### src/rtl/rcpwc_pkg.sv
// Shared constants and types for the RC pulse width capture block.
package rcpwc_pkg;

	localparam int PIN_W    = 8;
	localparam int TIME_W   = 32;
	localparam int FRAC_W   = 16;
	localparam int DUTY_W   = FRAC_W + 1;
	localparam int CFG_IDX_W = 2;

	localparam int NUM_CHANNELS_DEF = 4;

	localparam logic [PIN_W-1:0]  PIN_MASK_RST  = 8'd15;
	localparam logic [TIME_W-1:0] MAX_WIDTH_RST = 32'd125;
	localparam logic [TIME_W-1:0] MIN_WIDTH_RST = 32'd63;

	// Full scale duty, 1.0 in Q1.16
	localparam logic [DUTY_W-1:0] DUTY_FULL = 17'h10000;
	localparam logic [DUTY_W-1:0] DUTY_ZERO = 17'h00000;

	// Configuration register indexes
	localparam logic [CFG_IDX_W-1:0] REG_PIN_MASK  = 2'd0;
	localparam logic [CFG_IDX_W-1:0] REG_MAX_WIDTH = 2'd1;
	localparam logic [CFG_IDX_W-1:0] REG_MIN_WIDTH = 2'd2;

	// Divider request: remainder seed (below the span) and span
	typedef struct packed {
		logic              start;
		logic [TIME_W-1:0] numer;
		logic [TIME_W-1:0] denom;
	} div_req_t;

	typedef struct packed {
		logic              busy;
		logic              done;
		logic [FRAC_W-1:0] quotient;
	} div_rsp_t;

endpackage

### src/rtl/rcpwc_chan_map.sv
// Pin-to-channel selection: the first set mask bits, from bit 0 up, feed the channels.
module rcpwc_chan_map #(
	parameter int NumChannels = rcpwc_pkg::NUM_CHANNELS_DEF
) (
	input  logic [rcpwc_pkg::PIN_W-1:0] pin_mask,
	input  logic [rcpwc_pkg::PIN_W-1:0] pin_levels,
	output logic [NumChannels-1:0]      chan_levels
);

	localparam int CntW = $clog2(rcpwc_pkg::PIN_W + 1);

	logic [CntW-1:0] cnt;

	always_comb begin
		chan_levels = '0;
		cnt         = '0;
		for (int b = 0; b < rcpwc_pkg::PIN_W; b++) begin
			if (pin_mask[b]) begin
				for (int k = 0; k < NumChannels; k++) begin
					if (cnt == CntW'(k)) begin
						chan_levels[k] = pin_levels[b];
					end
				end
				cnt = cnt + 1'b1;
			end
		end
	end

endmodule

### src/rtl/rcpwc_divider.sv
// Shared restoring divider, one quotient bit per cycle, fraction bits only.
module rcpwc_divider (
	input  logic                clk,
	input  logic                arst_n,
	input  rcpwc_pkg::div_req_t req,
	output rcpwc_pkg::div_rsp_t rsp
);

	localparam int TW   = rcpwc_pkg::TIME_W;
	localparam int FW   = rcpwc_pkg::FRAC_W;
	localparam int CntW = $clog2(FW);

	logic [TW-1:0]   rem_q;
	logic [TW-1:0]   span_q;
	logic [FW-1:0]   quo_q;
	logic [CntW-1:0] cnt_q;
	logic            busy_q;
	logic            done_q;

	logic [TW:0] shifted;
	logic [TW:0] diff;
	logic        ge;

	assign shifted = {rem_q, 1'b0};
	assign diff    = shifted - {1'b0, span_q};
	assign ge      = shifted >= {1'b0, span_q};

	// remainder stays below the span, so it always fits TW bits
	always_ff @(posedge clk) begin
		if (req.start) begin
			rem_q  <= req.numer;
			span_q <= req.denom;
			quo_q  <= '0;
		end else if (busy_q) begin
			rem_q <= ge ? diff[TW-1:0] : shifted[TW-1:0];
			quo_q <= {quo_q[FW-2:0], ge};
		end
	end

	always_ff @(posedge clk or negedge arst_n) begin
		if (!arst_n) begin
			busy_q <= 1'b0;
			done_q <= 1'b0;
			cnt_q  <= '0;
		end else begin
			done_q <= 1'b0;
			if (req.start) begin
				busy_q <= 1'b1;
				cnt_q  <= '0;
			end else if (busy_q) begin
				cnt_q <= cnt_q + 1'b1;
				if (cnt_q == CntW'(FW - 1)) begin
					busy_q <= 1'b0;
					done_q <= 1'b1;
				end
			end
		end
	end

	assign rsp.busy     = busy_q;
	assign rsp.done     = done_q;
	assign rsp.quotient = quo_q;

endmodule

### src/rtl/rc_pulse_width_capture.sv
// RC pulse width capture: edge detect, width measure, duty map on a shared divider.
// Sequence: an accepted item moves from IDLE to SCAN; each pending falling edge then runs
// SCAN, MAP, DIV when the width lies strictly between min and max, and OUT; with none left, IDLE.
// A new item is taken only in IDLE, after every result of the last one has been accepted;
// an output stall holds the sequencer in OUT, and the 16-step divider dominates.
// Reset: arst_n async active low; clears levels, sequencer and config to defaults.
module rc_pulse_width_capture #(
	parameter  int NumChannels = rcpwc_pkg::NUM_CHANNELS_DEF,
	localparam int ChanW       = (NumChannels > 1) ? $clog2(NumChannels) : 1,
	localparam int OutDw       = ((ChanW + rcpwc_pkg::TIME_W + rcpwc_pkg::DUTY_W + 7) / 8) * 8
) (
	input  logic                                  clk,
	input  logic                                  arst_n,
	// input stream
	input  logic                                  s_axis_tvalid,
	output logic                                  s_axis_tready,
	// [7:0] pin_levels, [39:8] time_count
	input  logic [rcpwc_pkg::PIN_W+rcpwc_pkg::TIME_W-1:0] s_axis_tdata,
	// result stream
	output logic                                  m_axis_tvalid,
	input  logic                                  m_axis_tready,
	// channel, pulse_width, duty from bit 0 up; zero padded to bytes
	output logic [OutDw-1:0]                      m_axis_tdata,
	output logic                                  m_axis_tlast,
	// configuration write port
	input  logic                                  cfg_we,
	input  logic [rcpwc_pkg::CFG_IDX_W-1:0]       cfg_index,
	input  logic [rcpwc_pkg::TIME_W-1:0]          cfg_wdata
);

	localparam int PW = rcpwc_pkg::PIN_W;
	localparam int TW = rcpwc_pkg::TIME_W;
	localparam int DW = rcpwc_pkg::DUTY_W;
	localparam int PadW = OutDw - ChanW - TW - DW;

	typedef enum logic [2:0] {
		ST_IDLE,
		ST_SCAN,
		ST_MAP,
		ST_DIV,
		ST_OUT
	} state_t;

	// Config registers
	logic [PW-1:0] pin_mask_q;
	logic [TW-1:0] max_width_q;
	logic [TW-1:0] min_width_q;

	// Channel state: last level per channel, start time per channel
	logic [NumChannels-1:0] prev_q;
	logic [TW-1:0]          start_q [NumChannels];

	// Pending falling edges of the current item, walked lowest first
	logic [NumChannels-1:0] fall_q;
	logic [TW-1:0]          now_q;

	state_t           state_q;
	logic [ChanW-1:0] chan_q;
	logic [TW-1:0]    width_q;
	logic [DW-1:0]    duty_q;

	logic [PW-1:0]          in_pins;
	logic [TW-1:0]          in_time;
	logic [NumChannels-1:0] chan_levels;
	logic                   in_xfer;
	logic                   out_xfer;

	logic             fall_hit;
	logic [ChanW-1:0] fall_idx;

	rcpwc_pkg::div_req_t div_req;
	rcpwc_pkg::div_rsp_t div_rsp;

	assign in_pins = s_axis_tdata[PW-1:0];
	assign in_time = s_axis_tdata[PW+TW-1:PW];

	assign s_axis_tready = (state_q == ST_IDLE);
	assign in_xfer       = s_axis_tvalid && s_axis_tready;
	assign m_axis_tvalid = (state_q == ST_OUT);
	assign out_xfer      = m_axis_tvalid && m_axis_tready;

	rcpwc_chan_map #(
		.NumChannels(NumChannels)
	) u_chan_map (
		.pin_mask   (pin_mask_q),
		.pin_levels (in_pins),
		.chan_levels(chan_levels)
	);

	rcpwc_divider u_divider (
		.clk   (clk),
		.arst_n(arst_n),
		.req   (div_req),
		.rsp   (div_rsp)
	);

	// Lowest pending falling edge
	always_comb begin
		fall_hit = 1'b0;
		fall_idx = '0;
		for (int k = NumChannels - 1; k >= 0; k--) begin
			if (fall_q[k]) begin
				fall_hit = 1'b1;
				fall_idx = ChanW'(k);
			end
		end
	end

	// Division only when min < width < max, so the seed is below the span
	always_comb begin
		div_req.start = (state_q == ST_MAP) && !(width_q >= max_width_q)
			&& !(width_q <= min_width_q);
		div_req.numer = width_q - min_width_q;
		div_req.denom = max_width_q - min_width_q;
	end

	// Config writes; unknown indexes are dropped
	always_ff @(posedge clk or negedge arst_n) begin
		if (!arst_n) begin
			pin_mask_q  <= rcpwc_pkg::PIN_MASK_RST;
			max_width_q <= rcpwc_pkg::MAX_WIDTH_RST;
			min_width_q <= rcpwc_pkg::MIN_WIDTH_RST;
		end else if (cfg_we) begin
			case (cfg_index)
				rcpwc_pkg::REG_PIN_MASK:  pin_mask_q  <= cfg_wdata[PW-1:0];
				rcpwc_pkg::REG_MAX_WIDTH: max_width_q <= cfg_wdata;
				rcpwc_pkg::REG_MIN_WIDTH: min_width_q <= cfg_wdata;
				default: ;
			endcase
		end
	end

	// Start times: written on a rising edge, item time on every transfer; no reset (read only after a write)
	always_ff @(posedge clk) begin
		if (in_xfer) begin
			now_q <= in_time;
			for (int k = 0; k < NumChannels; k++) begin
				if (!prev_q[k] && chan_levels[k]) begin
					start_q[k] <= in_time;
				end
			end
		end
	end

	// Sequencer with registered result
	always_ff @(posedge clk or negedge arst_n) begin
		if (!arst_n) begin
			state_q <= ST_IDLE;
			prev_q  <= '0;
			fall_q  <= '0;
			chan_q  <= '0;
			width_q <= '0;
			duty_q  <= '0;
		end else begin
			case (state_q)
				ST_IDLE: begin
					if (in_xfer) begin
						for (int k = 0; k < NumChannels; k++) begin
							fall_q[k] <= prev_q[k] && !chan_levels[k];
						end
						prev_q  <= chan_levels;
						state_q <= ST_SCAN;
					end
				end
				ST_SCAN: begin
					if (fall_hit) begin
						chan_q          <= fall_idx;
						width_q         <= now_q - start_q[fall_idx];
						fall_q[fall_idx] <= 1'b0;
						state_q         <= ST_MAP;
					end else begin
						state_q <= ST_IDLE;
					end
				end
				ST_MAP: begin
					// max test first: it wins when max is not above min
					if (width_q >= max_width_q) begin
						duty_q  <= rcpwc_pkg::DUTY_FULL;
						state_q <= ST_OUT;
					end else if (width_q <= min_width_q) begin
						duty_q  <= rcpwc_pkg::DUTY_ZERO;
						state_q <= ST_OUT;
					end else begin
						state_q <= ST_DIV;
					end
				end
				ST_DIV: begin
					if (div_rsp.done) begin
						duty_q  <= {1'b0, div_rsp.quotient};
						state_q <= ST_OUT;
					end
				end
				ST_OUT: begin
					if (out_xfer) begin
						state_q <= fall_hit ? ST_SCAN : ST_IDLE;
					end
				end
				default: state_q <= ST_IDLE;
			endcase
		end
	end

	// Last result of the item once no falling edge is left pending
	assign m_axis_tlast = !fall_hit;
	assign m_axis_tdata = {{PadW{1'b0}}, duty_q, width_q, chan_q};

	// A result never overlaps an accepted input
	a_no_overlap: assert property (@(posedge clk) disable iff (!arst_n)
		m_axis_tvalid |-> !s_axis_tready)
		else $error("result valid while input ready");

	// Duty never above full scale
	a_duty_range: assert property (@(posedge clk) disable iff (!arst_n)
		m_axis_tvalid |-> (duty_q <= rcpwc_pkg::DUTY_FULL))
		else $error("duty above full scale");

	// Divider finishes only while the sequencer waits on it
	a_div_done: assert property (@(posedge clk) disable iff (!arst_n)
		div_rsp.done |-> (state_q == ST_DIV))
		else $error("divider done outside division state");

	// After the final result transfer the block takes input again
	a_last_idle: assert property (@(posedge clk) disable iff (!arst_n)
		(out_xfer && m_axis_tlast) |=> s_axis_tready)
		else $error("not ready after final result");

endmodule

### config.mk
export PLATFORM = sky130hd
export DESIGN_NAME = rc_pulse_width_capture
export DESIGN_NICKNAME = d
export VERILOG_FILES = /design/src/rtl/rcpwc_pkg.sv /design/src/rtl/rcpwc_chan_map.sv /design/src/rtl/rcpwc_divider.sv /design/src/rtl/rc_pulse_width_capture.sv
export SDC_FILE = /design/constraint.sdc
export NUM_CORES = 1
export LEC_CHECK = 0
export ABC_AREA = 1
export BUFFER_PORTS_ARGS = -buffer_cell sky130_fd_sc_hd__buf_2
export CAP_MARGIN = 40
export CORE_ASPECT_RATIO = 0.6
export CORE_MARGIN = 5
export CORE_UTILIZATION = 25
export DETAILED_ROUTE_END_ITERATION = 6
export PLACE_DENSITY_LB_ADDON = 0.12
export SYNTH_ARGS = -nofsm -noshare
export SYNTH_HDL_FRONTEND = slang
export SYNTH_SLANG_ARGS = --single-unit
export TNS_END_PERCENT = 20
### constraint.sdc
create_clock -name clk -period 4.85 [get_ports clk]
set_input_delay 0.2425 -clock clk [delete_from_list [all_inputs] [get_ports clk]]
set_output_delay 0.2425 -clock clk [all_outputs]
set_load 0.01 [all_outputs]
==> qor.csv, run 1 <==
metric,value,unit
status,finished clean,
grt_max_degree,141,
drive_gt1_share,10.8,%
syn-cell-area,0.0231,sq mm
layout-area-overhead-vs-synth,19.1,%
cts.root.buffer_cell,clkbuf_16,
dieArea,0.0986,sq mm
layout.nets,3194,
dpl_cell_area,0.0254,sq mm
ys_async_sr_fraction,36.8,%
clk_latency,0.59,ns
synth_edf_count,224,
maxCapViolations,0,
yosysWarnings,0,
drt-initial-drc-count,1518,
slowest_stage,dfstp_2,
cts_buffer_depth,3,
synth_area_leaders,"edfxtp_1 29%, dfrtp_1 13%, nand2_1 12%, ha_1 9.7%, inv_1 4.7%",
ioPinCount,138,
crit_family,simple AND/OR/NAND/NOR gates,
dp_cells,4053,
grt_pass1_vias,19100,
ys_seq_elements,380,
synth_ff_type,edfxtp_1,
vdd_drop_max,0.272,mV
die_h,245,microns
dpl_worst_slack,0.271,ns
post_drt_via_cell_ratio,4.65,
grt_pass1_wl,117000,microns
synth_seq_area_share,45.8,%
hpwl,61500,microns
setup_ws,0.329,ns
firstDrtPassIters,6,
core-area,0.0917,sq mm
wl,78000,microns
slew_headroom,35.8,%
multiInputGateArea,0.0111,sq mm
overflow,0,
finalHoldViolations,0,
cts_buffers,43,
fin_crit,4.52,ns
place.gp.congestion,0.891,
initial_core_util,25.2,%
end_kind,flop,
setup_viol,0,
synth_cell_types,57,
path_common_cell,nand2_1,
power_per_cell_area,727,mW/mm^2
nFillCells,9839,
total_power,20.0,mW
slowest_delay,0.58,ns
max_freq,221,MHz
grt.total_usage,15.3,%
synth.top_cell.area_share,29.2,%
finalSetupTns,0,ns
cts_tree,done,
htreeDepth,2,
slew_violations,0,
worst_slew_pin_slew,0.963,ns
cp_data_arrival_time,4.81,ns
post_drt_wl_per_cell,18.6,microns
yosys.area.top_type,edfxtp_1,
syn_avg_cell_area,8.49,sq um
critical_path_peak_fanout,8,
die_w,402,microns
min_path_type,in -> reg,
drtAntennaViolNets,0,
io_buffers,132,
final_area,0.0275,sq mm
antenna_found_initial,2,
cp-start-kind,flop,
num_vias,19500,
drc,0,
seqCellArea,0.0106,sq mm
final_cell_count_no_fill,4198,
critPathBufInv,4,
period_share,93.2,%
clk_pin_slew_worst_paths,0.06,ns
clkSinkCount,380,
postSynthCellCount,2716,
worstSetupPathType,reg -> reg,
power_leakage,12.3,nW
rsz0062_at_grt,no,
num_rows,86,
cp.required,5.14,ns
finClkSkew,0.0164,ns
final cells by class:
| class | count | share of cell area (%) |
|---|---|---|
| multi-input cells | 1977 | 40.6 |
| inverters | 297 | 4.06 |
| clock buffers | 53 | 4.37 |
| repair buffers | 234 | 6.37 |
| diodes | 2 | 0.0182 |
| clock inverters | 23 | 0.501 |
| flip-flops and latches | 380 | 38.5 |
| well taps | 1232 | 5.61 |
per-layer routing:
layer / wire, microns / up-vias / track usage [%]
met1: 42700 / 9395 / 24.6
li1: - / 9611 / -
met5: 0 / - / 0
met2: 29800 / 475 / 21.2
met4: 848 / 0 / 2.20
met3: 4630 / 54 / 3.14
path summary, 6_finish.rpt:
kind,from,endpoint,slack (ns),cells after the start
max,pin_mask_q[0],start_q[1][31],0.33,28
min reg2reg,u_divider.quo_q[15],duty_q[15],0.47,2
min,cfg_wdata[5],pin_mask_q[5],0.04,3
min in group asynchronous,arst_n,duty_q[13],0.24,3
max in group asynchronous,arst_n,prev_q[0],3.79,3
max reg2reg,pin_mask_q[0],start_q[1][31],0.33,28
what timing repair did:
action	CTS	global route
hold buffers	63	0
gates resized for setup	0	5
buffers inserted	0	1
endpoints found under the setup margin	0	64
endpoints found under the hold margin	347	0
logic make-up (layout without fill, tap and decap cells):
family,Yosys count,after routing,synth area share (%)
adders and majority gates,182,182,10.0
xor gates and xnor gates,106,106,4.03
AOI/OAI and AO/OA,521,521,12.9
buffers and inverters,363,607,6.19
and+or+nand+nor,1163,1163,21.0
other,1,7,0.0163
DFF,380,380,45.8
stage by stage:
| step | util, % | hold WS (ns) |
|---|---|---|
| after floorplan | - | -0.0531 |
| after global placement | 27.6 | 0.372 |
| after detailed placement | 27.7 | 0.383 |
| after CTS | 29.8 | 0.00517 |
| after global routing | 29.9 | 0.0371 |
| final | 29.9 | 0.0435 |
sequential cells by signal, indices dropped and copies added, names as in the netlist, 8 cells and up:
name              count
u_divider.quo_q      16
min_width_q          32
duty_q               17
width_q              32
pin_mask_q            8
u_divider.rem_q      32
start_q             128
now_q                32
u_divider.span_q     32
max_width_q          32
cells in the mapped netlist (3+ instances only):
master / number
o21a_1: 8
dfstp_2: 16
edfxtp_1: 224
fa_1: 4
a21o_1: 16
nand3_2: 5
a221oi_1: 3
nand2_2: 15
clkbuf_1: 41
nor2_2: 10
nor3_1: 25
ha_1: 178
o221ai_1: 26
o211ai_1: 19
xnor2_1: 41
dfxtp_1: 16
nand2_1: 747
buf_4: 12
o21ai_1: 14
a21oi_1: 177
nor2_1: 160
o21ai_2: 4
inv_1: 289
nand4_1: 22
a31oi_1: 18
nand3b_1: 6
buf_2: 10
or2_2: 9
o21ai_0: 202
a21boi_0: 5
inv_2: 7
dfrtp_1: 124
o21bai_1: 12
nor4_1: 9
nand3_1: 143
a211oi_1: 5
xor2_1: 65
tightest hold or removal path: cells and delay by family:
kind	cells	cell delay, ns
buf+inv	2	0.18
compound gates	1	0.17
power by group:
| part | internal [mW] | switching, mW |
|---|---|---|
| combinational | 3.94 | 7.71 |
| sequential | 4.46 | 0.651 |
| clock | 1.76 | 1.44 |
layout by cell type, fill, tap and decap left out, drive strengths merged, types with 3 or more instances in the layout:
cell and n:
o211ai 19, ha 178, inv 298, a211oi 5, o221ai 26, nand3 148
clkinvlp 5, conb 5, xor2 65, a221oi 3, buf 169, a31oi 18
nand3b 6, nor2 172, a21oi 178, dlygate4sd3 63, edfxtp 224, fa 4
dfstp 16, clkbuf 55, or2 11, o21bai 14, o21ai 220, a21o 16
a21boi 8, clkinv 17, dfrtp 124, nor4 9, xnor2 41, nand4 22
nor3 27, o21a 8, nand2 764, dfxtp 16
(Power assumes the default switching activity.)
==> run 2: changes to the inputs <==
--- a/config.mk
+++ b/config.mk
@@ -10,9 +10,9 @@
 export CAP_MARGIN = 40
 export CORE_ASPECT_RATIO = 0.6
 export CORE_MARGIN = 5
-export CORE_UTILIZATION = 25
+export CORE_UTILIZATION = 30
 export DETAILED_ROUTE_END_ITERATION = 6
-export PLACE_DENSITY_LB_ADDON = 0.12
+export PLACE_DENSITY = 0.52
 export SYNTH_ARGS = -nofsm -noshare
 export SYNTH_HDL_FRONTEND = slang
 export SYNTH_SLANG_ARGS = --single-unit
==> run 2 against run 1 <==
Compared with the run above:
- global-route usage grew 1.4 points
- non-clock buffer count shrank 12
- cell area shrank 1.9%
- largest cell class unchanged
==> qor.csv, run 2 (synthesis results as in run 1) <==
metric,value,unit
slew_headroom,45.9,%
die_h,225,microns
pwr-share-seq,26.0,%
io_buffers,132,
slowest_delay,0.57,ns
cp_data_arrival_time,4.77,ns
cp-start-kind,flop,
core-area,0.0758,sq mm
timing.rr.start,pin_mask_q[0],
firstDrtPassIters,6,
nFillCells,7853,
drc,0,
finClkSkew,0.0294,ns
largest_register,start_q,
final_cell_mix,"746 x nand2_1, 289 x inv_1, 224 x edfxtp_1",
slew_violations,0,
maxCapViolations,0,
end_kind,flop,
ioPinCount,138,
status,finished clean,
power_per_cell_area,732,mW/mm^2
critical_path_peak_fanout,32,
seqCellArea,0.0106,sq mm
layout.nets,3179,
cts_buffer_depth,3,
largest_reg_flops,128,
power_leakage,12.2,nW
slowest_stage,dfstp_2,
worst_slew_pin_slew,0.812,ns
path_common_cell,nand2_1,
grt_pass1_wl,109000,microns
cts_buffers,40,
multiInputGateArea,0.0111,sq mm
vdd_drop_max,0.355,mV
setup_viol,0,
overflow,0,
htreeDepth,2,
final_common_cell,nand2_1,
finalHoldViolations,0,
p_comb_share,57.9,%
holdPathStages,4,
min-delay-start,s_axis_tdata[7],
post_drt_wl_per_cell,17.9,microns
max_freq,222,MHz
hold_slack,0.0434,ns
r2r_cells,27,
cts.root.buffer_cell,clkbuf_16,
post_drt_via_cell_ratio,4.91,
clk_latency,0.58,ns
p_switching,9.48,mW
place.gp.congestion,0.925,
cts_tree,done,
min_path_type,in -> reg,
layout-area-overhead-vs-synth,16.8,%
worstSetupPathType,reg -> reg,
num_vias,19400,
dieArea,0.0827,sq mm
drive_gt1_share,10.6,%
drt-initial-drc-count,1843,
fin_crit,4.51,ns
clk_pin_slew_worst_paths,0.06,ns
finalSetupTns,0,ns
crit_path_start,pin_mask_q[0],
rsz0062_at_grt,no,
grt_max_degree,85,
num_rows,78,
hpwl,56500,microns
wl,70800,microns
antenna_found_initial,2,
swShare,48.1,%
period_share,92.9,%
drtAntennaViolNets,0,
die_w,368,microns
cp.required,5.11,ns
grt.total_usage,16.8,%
grt_pass1_vias,17700,
pwr-share-clk,16.2,%
clkSinkCount,380,
p_int,10.2,mW
initial_core_util,30.4,%
[run 2: final cells by class]
cell class | instances | share of cell area [%]
multi-input combinational | 1977 | 41.3
sequential | 380 | 39.2
timing repair buffer | 222 | 5.75
tap | 1000 | 4.64
clock buffer | 62 | 4.44
inverter | 297 | 4.14
clock inverter | 8 | 0.502
antenna | 1 | 0.00929
[run 2: metal layers]
layer	share of wire (%)	global-route usage [%]	vias to the layer above
li1	-	-	9561
met1	56	29.4	9122
met2	33	19.3	657
met3	10	4.79	40
met4	0.83	2.20	0
met5	0	0	-
[run 2: worst max-delay path: cells and delay by family, from the launching register on]
kind / cells / cell delay [ns]
buffers and inverters: 3 / 0.34
AND/OR/NAND/NOR: 19 / 1.76
adder cells (fa/ha/maj): 5 / 1.45
flip-flops: 1 / 0.57
[run 2: through the flow]
step	power [mW]	setup slack, ns	utilization [%]	cell area (sq um)	cells
5_1_grt	21.4	0.0392	35.5	26900	3946
3_5_place_dp	16.3	0.354	33.1	25100	3824
3_3_place_gp	16.3	0.332	33.0	25000	3822
4_1_cts	19.6	0.327	35.5	26900	3946
2_1_floorplan	12.8	-0.311	-	23100	2720
6_report	19.7	0.342	35.5	26900	3947
[run 2: worst paths after layout]
path	to	slack, ns
max	start_q[1][23]	0.34
min	fall_q[1]	0.04
max reg2reg	start_q[1][23]	0.34
min reg2reg	duty_q[6]	0.47
max in group asynchronous	min_width_q[2]	3.49
min in group asynchronous	duty_q[12]	0.27
[run 2: power by group through the flow]
stage,Clock [mW],Sequential [mW],Combinational (mW)
finish,3.18,5.12,11.4
CTS,3.27,5.11,11.2
global placement,0,5.18,11.1
floorplan,0,4.94,7.84
global route,3.42,5.20,12.8
detailed placement,0,5.16,11.2
[run 2: timing repair]
action | 4_1_cts | 5_1_grt
hold buffers | 52 | 0
setup buffers | 0 | 0
hold endpoints to repair | 283 | 0
resized for setup | 0 | 1
endpoints found under the setup margin | 0 | 13
